--- src/rtl/mrtu_pkg.sv ---
// Shared types, codes and the CRC-16/MODBUS byte update for the RTU receiver.
package mrtu_pkg;

    localparam int MAX_FRAME_DEF = 256;
    localparam int QUEUE_DEPTH   = 2;

    localparam logic [1:0] OP_ARM  = 2'd0;
    localparam logic [1:0] OP_BYTE = 2'd1;
    localparam logic [1:0] OP_TICK = 2'd2;

    localparam logic [1:0] REG_FRAME_GAP = 2'd0;
    localparam logic [1:0] REG_GUARD     = 2'd1;
    localparam logic [1:0] REG_TIMEOUT   = 2'd2;

    localparam logic KIND_DATA   = 1'b0;
    localparam logic KIND_STATUS = 1'b1;

    localparam logic [2:0] ST_GOOD      = 3'd0;
    localparam logic [2:0] ST_CRC_ERR   = 3'd1;
    localparam logic [2:0] ST_NO_RESP   = 3'd2;
    localparam logic [2:0] ST_TOO_SHORT = 3'd3;
    localparam logic [2:0] ST_OVERFLOW  = 3'd4;

    localparam logic [19:0] FRAME_GAP_RST = 20'd1562;
    localparam logic [19:0] GUARD_RST     = 20'd3645;
    localparam logic [23:0] TIMEOUT_RST   = 24'd100000;
    localparam logic [23:0] SILENCE_MAX   = 24'hFFFFFF;
    localparam logic [15:0] CRC_INIT      = 16'hFFFF;
    localparam logic [15:0] CRC_POLY      = 16'hA001;

    typedef struct packed {
        logic [1:0] opcode;
        logic [7:0] rx_byte;
    } cmd_t;

    typedef struct packed {
        logic       kind;
        logic [7:0] data_byte;
        logic [2:0] status;
        logic [7:0] frame_address;
        logic [7:0] payload_length;
    } rsp_t;

    typedef enum logic [1:0] {
        ACT_ARM  = 2'd0,
        ACT_BYTE = 2'd1,
        ACT_TICK = 2'd2
    } act_e;

    typedef struct packed {
        act_e       act;
        logic [7:0] data;
    } act_t;

    typedef struct packed {
        logic        valid;
        logic [1:0]  index;
        logic [23:0] data;
    } cfg_wr_t;

    function automatic logic [15:0] crc_feed(input logic [15:0] crc, input logic [7:0] b);
        logic [15:0] c;
        c = crc ^ {8'h00, b};
        for (int k = 0; k < 8; k++) begin
            if (c[0])
                c = (c >> 1) ^ CRC_POLY;
            else
                c = c >> 1;
        end
        return c;
    endfunction

endpackage

--- src/rtl/mrtu_fifo.sv ---
// Small register queue used between the front, the back and the result port.
module mrtu_fifo #(
    parameter int WIDTH = 8,
    parameter int DEPTH = 2
) (
    input  logic             clk,
    input  logic             rst_n,
    input  logic             push,
    input  logic [WIDTH-1:0] wdata,
    input  logic             pop,
    output logic [WIDTH-1:0] rdata,
    output logic             full,
    output logic             empty
);
    localparam int PTR_W = (DEPTH > 1) ? $clog2(DEPTH) : 1;
    localparam int CNT_W = $clog2(DEPTH + 1);

    logic [WIDTH-1:0] slot_reg [DEPTH];
    logic [PTR_W-1:0] head_reg, head_next;
    logic [PTR_W-1:0] tail_reg, tail_next;
    logic [CNT_W-1:0] count_reg, count_next;
    logic             do_push;
    logic             do_pop;

    assign full    = (count_reg == CNT_W'(DEPTH));
    assign empty   = (count_reg == '0);
    assign do_pop  = pop && !empty;
    assign do_push = push && (!full || do_pop);
    assign rdata   = slot_reg[head_reg];

    always_comb
    begin
        head_next  = head_reg;
        tail_next  = tail_reg;
        count_next = count_reg;
        if (do_pop)
        begin
            head_next = (head_reg == PTR_W'(DEPTH - 1)) ? '0 : head_reg + 1'b1;
        end
        if (do_push)
        begin
            tail_next = (tail_reg == PTR_W'(DEPTH - 1)) ? '0 : tail_reg + 1'b1;
        end
        if (do_push && !do_pop)
            count_next = count_reg + 1'b1;
        else if (do_pop && !do_push)
            count_next = count_reg - 1'b1;
    end

    always_ff @(posedge clk or negedge rst_n)
    begin
        if (!rst_n)
        begin
            head_reg  <= '0;
            tail_reg  <= '0;
            count_reg <= '0;
        end
        else
        begin
            head_reg  <= head_next;
            tail_reg  <= tail_next;
            count_reg <= count_next;
        end
    end

    always_ff @(posedge clk)
    begin
        if (do_push)
            slot_reg[tail_reg] <= wdata;
    end

endmodule

--- src/rtl/mrtu_front.sv ---
// Front end: takes input items, classifies the opcode and queues actions for the back end.
module mrtu_front (
    input  logic          clk,
    input  logic          rst_n,
    input  logic          push,
    input  mrtu_pkg::cmd_t cmd,
    output logic          full,
    input  logic          act_pop,
    output mrtu_pkg::act_t act,
    output logic          act_valid
);
    import mrtu_pkg::*;

    act_t act_in;
    logic keep;
    logic act_empty;
    logic q_full;

    always_comb
    begin
        act_in.data = cmd.rx_byte;
        act_in.act  = ACT_TICK;
        keep        = 1'b1;
        case (cmd.opcode)
            OP_ARM:  act_in.act = ACT_ARM;
            OP_BYTE: act_in.act = ACT_BYTE;
            OP_TICK: act_in.act = ACT_TICK;
            default: keep = 1'b0;
        endcase
    end

    assign full = q_full;

    mrtu_fifo #(
        .WIDTH ($bits(act_t)),
        .DEPTH (QUEUE_DEPTH)
    ) u_act_q (
        .clk   (clk),
        .rst_n (rst_n),
        .push  (push && !q_full && keep),
        .wdata (act_in),
        .pop   (act_pop),
        .rdata (act),
        .full  (q_full),
        .empty (act_empty)
    );

    assign act_valid = !act_empty;

endmodule

--- src/rtl/mrtu_back.sv ---
// Back end: frame state machine, silence timing, CRC check and payload delay line.
module mrtu_back #(
    parameter int MAX_FRAME = mrtu_pkg::MAX_FRAME_DEF
) (
    input  logic             clk,
    input  logic             rst_n,
    input  mrtu_pkg::cfg_wr_t cfg_wr,
    input  logic             act_valid,
    input  mrtu_pkg::act_t   act,
    input  logic             room,
    output logic             act_pop,
    output logic             res_valid,
    output mrtu_pkg::rsp_t   res
);
    import mrtu_pkg::*;

    localparam int CNT_W = $clog2(MAX_FRAME + 1);

    typedef enum logic [3:0] {
        PH_IDLE  = 4'b0001,
        PH_WAIT  = 4'b0010,
        PH_RECV  = 4'b0100,
        PH_GUARD = 4'b1000
    } phase_t;

    phase_t      phase_reg, phase_next;
    logic [23:0] silence_reg, silence_next;
    logic [CNT_W-1:0] count_reg, count_next;
    logic [15:0] crc_reg, crc_next;
    logic [7:0]  delay0_reg, delay0_next;
    logic [7:0]  delay1_reg, delay1_next;
    logic [7:0]  addr_reg, addr_next;
    logic        ovf_reg, ovf_next;
    logic [19:0] gap_reg;
    logic [19:0] guard_reg;
    logic [23:0] timeout_reg;

    logic        exec;
    logic [23:0] sil_inc;
    logic [CNT_W-1:0] diff;
    logic [7:0]  len;
    logic        short_frame;

    assign exec    = act_valid && room;
    assign act_pop = exec;
    assign sil_inc = (silence_reg == SILENCE_MAX) ? silence_reg : silence_reg + 24'd1;
    assign short_frame = (count_reg < CNT_W'(3));
    assign diff    = count_reg - CNT_W'(3);
    assign len     = short_frame ? 8'd0 : ((diff > CNT_W'(255)) ? 8'hFF : 8'(diff));

    always_comb
    begin
        phase_next   = phase_reg;
        silence_next = silence_reg;
        count_next   = count_reg;
        crc_next     = crc_reg;
        delay0_next  = delay0_reg;
        delay1_next  = delay1_reg;
        addr_next    = addr_reg;
        ovf_next     = ovf_reg;
        res_valid    = 1'b0;
        res          = '0;
        if (exec)
        begin
            case (act.act)
                ACT_ARM:
                begin
                    phase_next   = PH_WAIT;
                    silence_next = '0;
                    count_next   = '0;
                    crc_next     = CRC_INIT;
                    delay0_next  = '0;
                    delay1_next  = '0;
                    addr_next    = '0;
                    ovf_next     = 1'b0;
                end
                ACT_BYTE:
                begin
                    if (phase_reg == PH_WAIT)
                    begin
                        addr_next    = act.data;
                        crc_next     = crc_feed(crc_reg, act.data);
                        count_next   = CNT_W'(1);
                        silence_next = '0;
                        phase_next   = PH_RECV;
                    end
                    else if (phase_reg == PH_RECV)
                    begin
                        silence_next = '0;
                        if (count_reg >= CNT_W'(MAX_FRAME))
                        begin
                            ovf_next = 1'b1;
                        end
                        else
                        begin
                            if (!short_frame)
                            begin
                                crc_next            = crc_feed(crc_reg, delay1_reg);
                                res_valid           = 1'b1;
                                res.kind            = KIND_DATA;
                                res.data_byte       = delay1_reg;
                                res.status          = ST_GOOD;
                                res.frame_address   = addr_reg;
                                res.payload_length  = 8'd0;
                            end
                            delay1_next = delay0_reg;
                            delay0_next = act.data;
                            count_next  = count_reg + 1'b1;
                        end
                    end
                end
                ACT_TICK:
                begin
                    if (phase_reg == PH_WAIT)
                    begin
                        silence_next = sil_inc;
                        if (sil_inc >= timeout_reg)
                        begin
                            phase_next        = PH_IDLE;
                            res_valid         = 1'b1;
                            res.kind          = KIND_STATUS;
                            res.status        = ST_NO_RESP;
                        end
                    end
                    else if (phase_reg == PH_RECV)
                    begin
                        silence_next = sil_inc;
                        if (sil_inc > {4'd0, gap_reg})
                        begin
                            res_valid          = 1'b1;
                            res.kind           = KIND_STATUS;
                            res.frame_address  = addr_reg;
                            res.payload_length = len;
                            if (ovf_reg)
                                res.status = ST_OVERFLOW;
                            else if (short_frame)
                                res.status = ST_TOO_SHORT;
                            else if (delay1_reg == crc_reg[7:0] && delay0_reg == crc_reg[15:8])
                                res.status = ST_GOOD;
                            else
                                res.status = ST_CRC_ERR;
                            phase_next = (sil_inc >= {4'd0, guard_reg}) ? PH_IDLE : PH_GUARD;
                        end
                    end
                    else if (phase_reg == PH_GUARD)
                    begin
                        silence_next = sil_inc;
                        if (sil_inc >= {4'd0, guard_reg})
                            phase_next = PH_IDLE;
                    end
                end
                default:
                begin
                    phase_next = phase_reg;
                end
            endcase
        end
    end

    always_ff @(posedge clk or negedge rst_n)
    begin
        if (!rst_n)
        begin
            phase_reg   <= PH_IDLE;
            silence_reg <= '0;
            count_reg   <= '0;
            crc_reg     <= CRC_INIT;
            delay0_reg  <= '0;
            delay1_reg  <= '0;
            addr_reg    <= '0;
            ovf_reg     <= 1'b0;
            gap_reg     <= FRAME_GAP_RST;
            guard_reg   <= GUARD_RST;
            timeout_reg <= TIMEOUT_RST;
        end
        else
        begin
            phase_reg   <= phase_next;
            silence_reg <= silence_next;
            count_reg   <= count_next;
            crc_reg     <= crc_next;
            delay0_reg  <= delay0_next;
            delay1_reg  <= delay1_next;
            addr_reg    <= addr_next;
            ovf_reg     <= ovf_next;
            if (cfg_wr.valid)
            begin
                case (cfg_wr.index)
                    REG_FRAME_GAP: gap_reg     <= cfg_wr.data[19:0];
                    REG_GUARD:     guard_reg   <= cfg_wr.data[19:0];
                    REG_TIMEOUT:   timeout_reg <= cfg_wr.data;
                    default:       gap_reg     <= gap_reg;
                endcase
            end
        end
    end

endmodule

--- src/rtl/modbus_rtu_frame_receiver_core.sv ---
// Modbus RTU response receiver: front classifier, action queue, frame engine, result queue.
// An accepted item is registered in the action queue and its result in the result queue.
// Throughput: one item per cycle unless full; one queued action per cycle unless stalled.
// The engine stalls only while the two-entry result queue is full and not being popped.
// Reset: queues empty, phase idle, CRC all ones, registers return to their defaults.
module modbus_rtu_frame_receiver_core #(
    parameter int MAX_FRAME = mrtu_pkg::MAX_FRAME_DEF
) (
    input  logic           clk,
    input  logic           rst_n,
    input  logic           push,
    input  mrtu_pkg::cmd_t cmd,
    output logic           full,
    output logic           empty,
    input  logic           pop,
    output mrtu_pkg::rsp_t rsp,
    input  logic           cfg_valid,
    output logic           cfg_ready,
    input  logic [1:0]     cfg_index,
    input  logic [23:0]    cfg_data
);
    import mrtu_pkg::*;

    act_t    act;
    logic    act_valid;
    logic    act_pop;
    logic    res_valid;
    rsp_t    res;
    logic    out_full;
    logic    room;
    cfg_wr_t cfg_wr;

    assign cfg_ready     = 1'b1;
    assign cfg_wr.valid  = cfg_valid;
    assign cfg_wr.index  = cfg_index;
    assign cfg_wr.data   = cfg_data;
    assign room          = !out_full || (pop && !empty);

    mrtu_front u_front (
        .clk       (clk),
        .rst_n     (rst_n),
        .push      (push),
        .cmd       (cmd),
        .full      (full),
        .act_pop   (act_pop),
        .act       (act),
        .act_valid (act_valid)
    );

    mrtu_back #(
        .MAX_FRAME (MAX_FRAME)
    ) u_back (
        .clk       (clk),
        .rst_n     (rst_n),
        .cfg_wr    (cfg_wr),
        .act_valid (act_valid),
        .act       (act),
        .room      (room),
        .act_pop   (act_pop),
        .res_valid (res_valid),
        .res       (res)
    );

    mrtu_fifo #(
        .WIDTH ($bits(rsp_t)),
        .DEPTH (QUEUE_DEPTH)
    ) u_rsp_q (
        .clk   (clk),
        .rst_n (rst_n),
        .push  (res_valid && act_pop),
        .wdata (res),
        .pop   (pop),
        .rdata (rsp),
        .full  (out_full),
        .empty (empty)
    );

    a_no_lost_result: assert property (@(posedge clk) disable iff (!rst_n)
        (res_valid && act_pop) |-> (!out_full || (pop && !empty)))
        else $error("result written into a full queue");

    a_data_item_fields: assert property (@(posedge clk) disable iff (!rst_n)
        (!empty && rsp.kind == KIND_DATA)
            |-> (rsp.status == ST_GOOD && rsp.payload_length == 8'd0))
        else $error("payload item carries status fields");

    a_status_range: assert property (@(posedge clk) disable iff (!rst_n)
        (!empty && rsp.kind == KIND_STATUS)
            |-> (rsp.status <= ST_OVERFLOW && rsp.data_byte == 8'd0))
        else $error("status item out of range");

    a_no_response_fields: assert property (@(posedge clk) disable iff (!rst_n)
        (!empty && rsp.status == ST_NO_RESP)
            |-> (rsp.frame_address == 8'd0 && rsp.payload_length == 8'd0))
        else $error("no-response status carries frame fields");

endmodule

--- config.mk ---
export PLATFORM = sky130hd
export DESIGN_NAME = modbus_rtu_frame_receiver_core
export DESIGN_NICKNAME = d
export VERILOG_FILES = /design/src/rtl/mrtu_pkg.sv /design/src/rtl/mrtu_fifo.sv /design/src/rtl/mrtu_front.sv /design/src/rtl/mrtu_back.sv /design/src/rtl/modbus_rtu_frame_receiver_core.sv
export SDC_FILE = /design/constraint.sdc
export NUM_CORES = 1
export LEC_CHECK = 0
export BUFFER_PORTS_ARGS = -buffer_cell sky130_fd_sc_hd__clkbuf_2
export CAP_MARGIN = 40
export CORE_MARGIN = 4
export CORE_UTILIZATION = 30
export DETAILED_ROUTE_END_ITERATION = 6
export HOLD_SLACK_MARGIN = 0.15
export PLACE_DENSITY = 0.53
export SLEW_MARGIN = 20
export SYNTH_ARGS = -nofsm -noshare
export SYNTH_HDL_FRONTEND = slang
export SYNTH_SLANG_ARGS = --single-unit
--- constraint.sdc ---
create_clock -name clk -period 5.1 [get_ports clk]
set_clock_uncertainty 0.1 [all_clocks]
set_input_delay 0.255 -clock clk [delete_from_list [all_inputs] [get_ports clk]]
set_output_delay 0.255 -clock clk [all_outputs]
set_load 0.01 [all_outputs]
## Yosys cells after proc, flatten, opt, wreduce, memory -nomap -nowiden

Memory sizes are Yosys's and may differ from the RTL's.
Cells that the tools add are included.
Widths: inputs -> output; s select.

- Bits in registers: 150
- RAM bits: 76
- Memories: 2

- $add $sub $neg: 11
- Order comparisons: 6
- Eq/ne operators: 26
- Muxes and demuxes: 160
- Bitwise operators: 18
- Reduce and logical (&&, ||, !) cells: 43

Memory list:

| memory | depth | bits a word | rd ports | clocked after memory_dff | wr ports | RTL line | RTL |
|---|---|---|---|---|---|---|---|
| u_rsp_q.slot_reg | 2 | 28 | 1 | 0 | 1 | mrtu_fifo.sv:18 | `logic [WIDTH-1:0] slot_reg [DEPTH];` |
| u_front.u_act_q.slot_reg | 2 | 10 | 1 | 0 | 1 | mrtu_fifo.sv:18 |  |

Operator list:

| cell | count |
|---|---|
| $mux 16 | 84 |
| $mux 24 | 6 |
| $mux 28 | 4 |
| $mux 8 | 10 |
| $pmux 24 s3 | 1 |
| $not 2->3 | 16 |
| $pmux 8 s2 | 3 |
| $mux 19 | 2 |
| $pmux 19 s2 | 1 |
| $mux 4 | 8 |
| $pmux 16 s2 | 1 |
| $xor 16x8->16 | 2 |
| $mux 27 | 1 |
| $mux 9 | 3 |
| $add 24x1->24 const B | 1 |
| $eq 24x24->1 const B | 1 |
| $ge 24x20->1 | 1 |
| $ge 24x24->1 | 1 |
| $gt 24x20->1 | 1 |
| $mux 1 | 22 |
| $pmux 9 s2 | 1 |
| $eq 8x8->1 | 2 |
| $reduce_and 5->1 | 3 |
| $logic_and 1x1->1 | 13 |
| 34 further kinds | 76 |

## Depth between registers and ports, before layout

Gate-level depths: netlist of run 1.

- Depth after elaboration: 64
- Mapped depth: 22

## Modules after synthesis

Synthesis of run 1 repeated with hierarchy kept, for this count alone.

- Cell total of the unflattened synthesis: 1168
- Area total of the unflattened synthesis: 12454.4 um^2

Modules (own cells, without submodules):

| module | instances | cells an instance | area an instance (um^2) | seq. area each (um^2) |
|---|---|---|---|---|
| mrtu_back | 1 | 1000 | 9162.5 | 3598.5 |
| mrtu_fifo (u_rsp_q) | 1 | 107 | 2285.9 | 1781.7 |
| mrtu_fifo (u_front.u_act_q) | 1 | 51 | 945.9 | 700.7 |
| modbus_rtu_frame_receiver_core | 1 | 5 | 30.0 | 0.0 |
| mrtu_front | 1 | 5 | 30.0 | 0.0 |

## Worst setup path before layout of run 1

OpenSTA, ideal clock, no wires.

- Path kind: register to register
- From: reg u_back.silence_reg[0]
- To: mem u_rsp_q.slot_reg[0][0] (netlist name) (enable)
- Setup time: 413 ps
- Data arrival time: 4570 ps
- Slack: 17 ps
- Cell stages (with the launch flop): 19
- Buffers on the path: 0
- Path through: dfrtp_1 ha_1 nand4_1 nor4_2 a311oi_1 and3_1 and3_1 nand4_1 xnor2_1 ha_1 a21o_1 a21o_1 a21o_1 a21oi_1 a2bb2oi_1 nand3_1 nand4_1 o21a_2 nor2_1

- Word-level cells in the longest chain between the ends: 12
- Elaborated cells between the ends (all ways): 15

RTL lines:

| element | RTL line | RTL |
|---|---|---|
| start, declared | mrtu_back.sv:27 | `logic [23:0] silence_reg, silence_next;` |
| start signal, assigned | mrtu_back.sv:179 | `silence_reg <= silence_next;` |
| $add 24x1->24 / $eq 24x24->1 (equally long branches) | mrtu_back.sv:46 | `assign sil_inc = (silence_reg == SILENCE_MAX) ? silence_reg : silence_reg + 24'd1;` |
| $mux 24 * | mrtu_back.sv:46 |  |
| $gt 24x20->1 | mrtu_back.sv:128 | `if (sil_inc > {4'd0, gap_reg})` |
| $mux 1 | mrtu_back.sv:128 |  |
| $mux 1 | mrtu_back.sv:125 | `else if (phase_reg == PH_RECV)` |
| $mux 1 * | mrtu_back.sv:114 | `if (phase_reg == PH_WAIT)` |
| $pmux 1 s2 * | mrtu_back.sv:65 | `case (act.act)` |
| $mux 1 * | mrtu_back.sv:63 | `if (exec)` |
| $logic_and 1x1->1 * | modbus_rtu_frame_receiver_core.sv:70 | `.push (res_valid && act_pop),` |
| $logic_and 1x1->1 * | mrtu_fifo.sv:28 | `assign do_push = push && (!full \|\| do_pop);` |
| $mux 1 * | mrtu_fifo.sv:68 | `if (do_push)` |
| $mux 1 (implied by the code) * | mrtu_fifo.sv:69 | `slot_reg[tail_reg] <= wdata;` |
| end, declared | mrtu_fifo.sv:18 |  |

Every way passes the cells marked *; elsewhere a longest branch is shown, timed or not.

## Worst setup path after layout of run 1

- From: reg u_back.silence_reg[0]
- To: reg u_rsp_q.count_reg[1]

- Word-level cells in the longest chain between the ends: 13
- Elaborated cells between the ends (all ways): 18

RTL lines:

| element | RTL line | RTL |
|---|---|---|
| $add 24x1->24 / $eq 24x24->1 (equally long branches) | mrtu_back.sv:46 |  |
| $mux 24 * | mrtu_back.sv:46 |  |
| $gt 24x20->1 | mrtu_back.sv:128 |  |
| $mux 1 | mrtu_back.sv:128 |  |
| $mux 1 | mrtu_back.sv:125 |  |
| $mux 1 * | mrtu_back.sv:114 |  |
| $pmux 1 s2 * | mrtu_back.sv:65 |  |
| $mux 1 * | mrtu_back.sv:63 |  |
| $logic_and 1x1->1 * | modbus_rtu_frame_receiver_core.sv:70 |  |
| $logic_and 1x1->1 * | mrtu_fifo.sv:28 |  |
| $logic_not 1->1 | mrtu_fifo.sv:46 | `else if (do_pop && !do_push)` |
| $logic_and 1x1->1 | mrtu_fifo.sv:46 |  |
| $reduce_bool 2->1 (no line) | n/a |  |
| end signal, assigned | mrtu_fifo.sv:62 | `count_reg <= count_next;` |
| end, declared | mrtu_fifo.sv:21 | `logic [CNT_W-1:0] count_reg, count_next;` |

Marks and branches as above.
A chain may end at the register's enable or synchronous reset.

==> results of run 1 <==
-- cell families after synthesis --
kind of cell / count (synthesis) / share of synthesized area [%]
muxes: 101 / 9.12
DFF: 226 / 49.5
other: 1 / 0.0305
buffers and inverters: 131 / 4.06
xor gates and xnor gates: 98 / 7.10
AOI/OAI and AO/OA: 218 / 11.4
adders and majority gates: 78 / 7.95
and+or+nand+nor: 263 / 10.8
-- routing by layer --
layer | vias up | routed length [um] | track usage, %
met5 | - | 0 | 0
met2 | 130 | 12200 | 19.1
met4 | 0 | 476 | 3.08
met3 | 36 | 964 | 1.93
li1 | 4178 | - | -
met1 | 4036 | 14500 | 19.0
-- where the power goes --
group	leakage (uW)	switching [uW]	total (uW)	internal [uW]
Sequential	0.00260	246	2510	2260
Clock	0.000436	754	1970	1220
Combinational	0.00359	1470	2680	1210
-- metrics by stage --
step	std cells	util, %	area, um2
2_1_floorplan	1116	-	12300
3_3_place_gp	1686	33.2	13300
3_5_place_dp	1689	33.2	13300
4_1_cts	1774	36.4	14600
5_1_grt	1776	36.5	14700
6_report	1776	36.5	14700
-- final timing paths --
path / start / end / slack (ps)
min in group clk: cfg_index[1] / u_back.gap_reg[9]$_DFFE_PN1P_ / 190
setup / recovery: u_back.silence_reg[0]$_DFFE_PN0P_ / u_rsp_q.count_reg[1]$_DFFE_PN0P_ / 320
max in group asynchronous: rst_n / u_back.delay1_reg[3]$_DFFE_PN0P_ / 3650
hold reg to reg: u_back.addr_reg[6]$_DFFE_PN0P_ / u_back.addr_reg[6]$_DFFE_PN0P_ / 370
hold / removal: rst_n / u_back.gap_reg[11]$_DFFE_PN0P_ / 170
setup reg to reg: u_back.silence_reg[0]$_DFFE_PN0P_ / u_rsp_q.count_reg[1]$_DFFE_PN0P_ / 320
-- Yosys cell counts (12+ instances only) --
master / instances / area share [%]
a21o_1: 30 / 1.8
a21oi_1: 43 / 1.8
a31oi_1: 12 / 0.61
and3_1: 16 / 0.82
clkbuf_1: 39 / 1.2
dfrtp_1: 114 / 23
dfstp_2: 36 / 7.7
edfxtp_1: 76 / 19
ha_1: 78 / 7.9
inv_1: 85 / 2.6
mux2_2: 87 / 8.0
mux2i_1: 14 / 1.1
nand2_1: 82 / 2.5
nand3_1: 25 / 1.0
nand4_1: 18 / 0.92
nor2_1: 53 / 1.6
nor2b_1: 19 / 0.97
o21ai_0: 71 / 2.9
o31ai_1: 14 / 0.86
xnor2_1: 65 / 4.6
xor2_1: 32 / 2.3
-- area by class of cell --
class | count | share of cell area (%)
Tap cell | 525 | 4.48
Inverter | 86 | 2.20
Sequential cell | 226 | 41.5
Clock inverter | 17 | 1.45
Antenna cell | 1 | 0.0171
Timing Repair Buffer | 131 | 6.26
Clock buffer | 31 | 4.71
Multi-Input combinational cell | 759 | 39.4
-- worst max-delay path, stage by stage (launching register included) --
cell and delay, ps:
dfrtp_1 420, ha_1 270, nand4_1 220, nor4_4 290
a311oi_2 180, and3_1 230, and3_2 250, xor2_2 260
ha_1 300, a21o_1 180, a21o_1 160, a21oi_1 180
a2bb2oi_1 180, o2111ai_1 210, a21bo_2 270, a21oi_2 170
o21a_2 190, inv_2 50, ha_1 300, nor2_1 140
xor2_1 140
-- what timing repair did --
item	in CTS	in global routing
gates resized for setup	0	8
hold buffers	37	0
endpoints found under the hold margin	142	0
endpoints found under the setup margin	0	78
buffers inserted	0	1
==> key figures, run 1 <==
Floorplan
  – Die H: roughly 210 um
  – Core area: between 0.04 and 0.05 mm2
  – DIE AREA: 0.0442 mm2
  – Starting Density: 30.6%
  – Die Width: approximately 210 um
  – Row cnt: between 70 and 80
  – Top Ports: 72

Routing
  – Routed WL: 28.1 mm
  – Vias per Instance: around 4.7
  – DRC: 0
  – Vias post-DR: ~8.4k
  – DRT antenna net count: 0
  – Initial DRC count: ~380
  – Post-DR wirelength/cell: 15.8 um
  – Detailed Routing Iterations Pass 1: 5

Min path
  – Hold WC Path Type: in -> async

Yosys
  – Yosys warns: 0
  – Synth Flop Type: dfrtp_1
  – Synth unique cells: 62
  – Register area share after synthesis: roughly half
  – Synth Instances: around 1.1k
  – Post-synth EDFFs: 76
  – Syn Std Cell Area: approximately 0.012 mm2
  – Syn nets: about 1.2k
  – Syn avg cell area: 11.0 um2
  – FFs w/ async S/R, synth: between 60% and 70%
  – Seq cells post-synth: ~230

Placement
  – Port Buffers: 70
  – Pre-CTS WS: between 200 and 300 ps
  – HPWL Detailed: just over 20 mm
  – Gpl congestion: roughly 0.81

Power and ir drop
  – Total power: a little over 7000 uW
  – Lkg Pwr: roughly 0.0066 uW
  – Worst vdd ir: ~0.21 mV
  – PwrDens: ~500 mW/mm2

Worst setup path
  – Worst Reg2Reg Path Length in Cells: 20
  – Crit start category: flop
  – Crit end category: flop
  – Kind of critical path: reg -> reg
  – Worst EP arrival: 5130 ps
  – Crit-path max FO: 5
  – Critical Path RT: around 5500 ps

Global routing
  – GRT Resource Usage Total: between 10% and 20%
  – Vias in the first global route: ~8.5k
  – Maximum number of pins on one net before global-route repair: just under 60
  – Initial antenna violation count: 1
  – First-pass GRT wire length: roughly 46 mm
  – GRT overflow: 0

Timing
  – Slew @ Worst Pin: roughly 690 ps
  – Hold Vio Cnt, Final: 0
  – Final setup TNS: 0 ps
  – Fin Hold WS: around 170 ps
  – Final min period: roughly 4800 ps
  – Slew HR: roughly 54%
  – Worst setup margin: around 320 ps
  – Unrepaired setup endpoints after global routing: false
  – Max-slew violations: 0
  – # setup viols final: 0
  – Final period util: approximately 94%
  – Fmax: around 0.21 GHz

Finish
  – Multi-input gate area: ~0.0058 mm2
  – Layout area overhead: 19.3%
  – Final nets: ~1.3k
  – Fill count: between 3k and 4k
  – Register Area: 0.00608 mm2
  – Max reg flops: 56
  – Share of cells above drive strength 1: roughly 22%
  – Commonest non-fill, non-tap cell in the layout: dfrtp_1
  – Leading cell types in the layout, fill and taps excluded: 114 x dfrtp_1, 87 x mux2_2, 85 x inv_1

Clock tree
  – CTS Buf Count: 26
  – Reg clk slew, reported paths: approximately 60 ps
  – Clock latency on the worst-skew pair: 540 ps
  – H-tree Lvls: 1
  – CTS max path bufs: 3
  – CTS Sinks: between 200 and 250
  – CTS tree: yes
  – Clock root cell: clkbuf_16

Job
  – Max cap viols: 0

Outcome
  – Status: completed
Power figures use the tool's default switching activity.
==> run 2: changes to the inputs <==
--- a/config.mk
+++ b/config.mk
@@ -11,7 +11,6 @@
 export CORE_UTILIZATION = 30
 export DETAILED_ROUTE_END_ITERATION = 6
 export HOLD_SLACK_MARGIN = 0.15
-export PLACE_DENSITY = 0.53
 export SLEW_MARGIN = 20
 export SYNTH_ARGS = -nofsm -noshare
 export SYNTH_HDL_FRONTEND = slang
==> key figures, run 2 (synthesis gave the netlist of run 1 again) <==
Power and ir drop
  – Total power: 7010 uW (-2.0%)
  – Sequential power share: 35.7% (+0.7 points)
  – NetSw: 2430 uW (-1.6%)
  – PwrDens: 480 mW/mm2 (-1.7%)
  – Worst vdd ir: 0.312 mV (+51%)
  – Lkg Pwr: 0.00660 uW (-0.31%)
  – Switching Share: 34.7% (+0.14 points)
  – Combinational power share: 38.2% (+0.8 points)
  – Internal: 4580 uW (-2.2%)
  – Clock Power Share: 26.1% (-1.4 points)

Placement
  – Placed cells: 1685 (-0.24%)
  – HPWL Detailed: 20.3 mm (-0.57%)
  – Port Buffers: 70 (unchanged)
  – Gpl congestion: 0.818 (+1.4%)
  – Pre-CTS WS: 343 ps (+74.1 ps)

Timing
  – Final min period: 4760 ps (-20.1 ps)
  – Max-slew violations: 0 (unchanged)
  – Slew HR: 44.9% (-9.1 points)
  – Worst setup margin: 339 ps (+20.1 ps)
  – # setup viols final: 0 (unchanged)
  – Hold Vio Cnt, Final: 0 (unchanged)
  – Unrepaired setup endpoints after global routing: true
  – Fmax: 0.210 GHz (+0.42%)
  – Final period util: 93.4% (-0.39 points)
  – Slew @ Worst Pin: 827 ps (+139 ps)

Routing
  – Initial DRC count: 487 (+28%)
  – Post-DR wirelength/cell: 15.6 um (-1.5%)
  – Routed WL: 27.6 mm (-1.7%)
  – DRC: 0 (unchanged)
  – DRT antenna net count: 0 (unchanged)
  – Vias post-DR: 8420 (+0.48%)
  – Detailed Routing Iterations Pass 1: 5 (unchanged)
  – Vias per Instance: 4.75 (+0.59%)

Worst setup path
  – Worst EP arrival: 5120 ps (about the same)
  – Crit end category: flop
  – Crit start category: flop
  – Kind of critical path: reg -> reg
  – Crit-path max FO: 5 (unchanged)
  – Critical Path RT: 5460 ps (about the same)

Finish
  – Layout area overhead: 18.9%
  – Cell Count, Final, Fillers Out: 1774 (-0.11%)
  – Final nets: 1348 (-0.074%)
  – Fill count: 3936 (+0.56%)
  – Share of cells above drive strength 1: 21.9% (-0.61 points)
  – Leading cell types in the layout, fill and taps excluded: 114 x dfrtp_1, 87 x mux2_2, 85 x inv_1
  – Final core occ: 36.4% (-0.12 points)
  – Max reg flops: 56 (unchanged)
  – Commonest non-fill, non-tap cell in the layout: dfrtp_1

Clock tree
  – Reg clk slew, reported paths: 60 ps (about the same)
  – CTS max path bufs: 3 (unchanged)
  – CTS tree: yes
  – CTS Buf Count: 25 (-3.8%)
  – Post-CTS Setup Inserts: 0 (unchanged)
  – H-tree Lvls: 1 (unchanged)
  – Clock latency on the worst-skew pair: 540 ps (about the same)
  – CTS Sinks: 226 (unchanged)
  – Clock root cell: clkbuf_16

Global routing
  – Vias in the first global route: 8581 (+1.0%)
  – Maximum number of pins on one net before global-route repair: 59 (unchanged)
  – Met1 Track Usage GR: 18.0% (-1.0 points)
  – GRT Resource Usage Total: 12.4% (-0.19 points)
  – First-pass GRT wire length: 45.9 mm (-0.70%)
  – M2 GR Usage: 19.8% (+0.66 points)
  – GRT busiest layer: met2
  – Met3 GRT Util: 1.62% (-0.31 points)
  – GRT overflow: 0 (unchanged)
  – Initial antenna violation count: 1 (unchanged)

Floorplan
  – Die H: 210 um (unchanged)
  – Die Width: 210 um (unchanged)
  – Starting Density: 30.6% (unchanged)
  – DIE AREA: 0.0442 mm2 (unchanged)
  – Row cnt: 73 (unchanged)
  – Core area: 0.0401 mm2 (unchanged)
  – Top Ports: 72 (unchanged)

Min path
  – Hold WC Path Type: in -> reg

Job
  – Max cap viols: 0 (unchanged)

Outcome
  – Status: completed
run 2: cell types whose count changed in the layout (fill, tap and decap cells not counted), moves of 2 or more:
cell	before	now
buf_4	22	17
clkbuf_8	0	7
clkbuf_1	4	7
clkinvlp_4	2	0
bufinv_16	5	2
clkinv_1	5	1
clkbuf_16	27	25
run 2: worst max-delay path, stage by stage (launching register included):
cell       delay [ps]
dfrtp_1           420
ha_1              270
nand4_1           120
nor4_2             70
a311oi_1          340
and3_1            230
and3_1            230
nand4_1           240
xnor2_2           280
ha_1              290
a21o_1            180
a21o_1            170
a21o_1            170
a21oi_1           140
a2bb2oi_1         190
nand3_1           190
nand4_1           200
o21a_2            230
inv_2              50
ha_1              180
xor2_1            140
nor2_1            120
xor2_1            150
run 2: timing repair:
item                                    4_1_cts  5_1_grt
hold buffers                                 39        0
hold endpoints to repair                    138        0
gates resized for setup                       0        2
endpoints found under the setup margin        0       46
run 2: worst paths after layout:
kind	from	to	slack, ps	cells past startpoint
setup / recovery	u_back.silence_reg[0]$_DFFE_PN0P_	u_rsp_q.count_reg[1]$_DFFE_PN0P_	340	22
hold / removal	cfg_index[0]	u_back.gap_reg[1]$_DFFE_PN1P_	190	5
setup reg to reg	u_back.silence_reg[0]$_DFFE_PN0P_	u_rsp_q.count_reg[1]$_DFFE_PN0P_	340	22
hold reg to reg	u_rsp_q.head_reg$_DFFE_PN0P_	u_rsp_q.head_reg$_DFFE_PN0P_	370	1
max in group asynchronous	rst_n	u_back.guard_reg[12]$_DFFE_PN0P_	4010	3
min in group asynchronous	rst_n	u_back.crc_reg[14]$_DFFE_PN1P_	230	2
run 2: stage by stage:
step | instance area [um2] | hold WS, ps | TNS, ps
floorplan | 12300 | -141 | 0
global placement | 13300 | 110 | 0
detailed placement | 13300 | 115 | 0
CTS | 14500 | 164 | 0
global route | 14600 | 221 | -56.3
finish | 14600 | 191 | 0
run 2: power by group through the flow:
stage                     clock network [uW]  logic (uW)  registers, uW
final                                   1830        2680           2500
after detailed placement                   0        2650           2540
after floorplan                            0        2030           2460
after global placement                     0        2620           2520
after CTS                               1890        2700           2500
after global routing                    1960        2980           2540
run 2: layer usage:
layer  vias up  wire, um
met1      4061     13700
met3        34      1000
met5         -         0
li1       4187         -
met4         0       563
met2       138     12300
run 2: area by class of cell:
class,instances,area [um2],area share (%)
Sequential cell,226,6080,41.6
Multi-Input combinational cell,759,5730,39.2
Timing Repair Buffer,131,965,6.61
Clock buffer,39,748,5.12
Tap cell,525,657,4.50
Inverter,86,323,2.21
Clock inverter,7,98.8,0.677
Antenna cell,1,2.50,0.0171
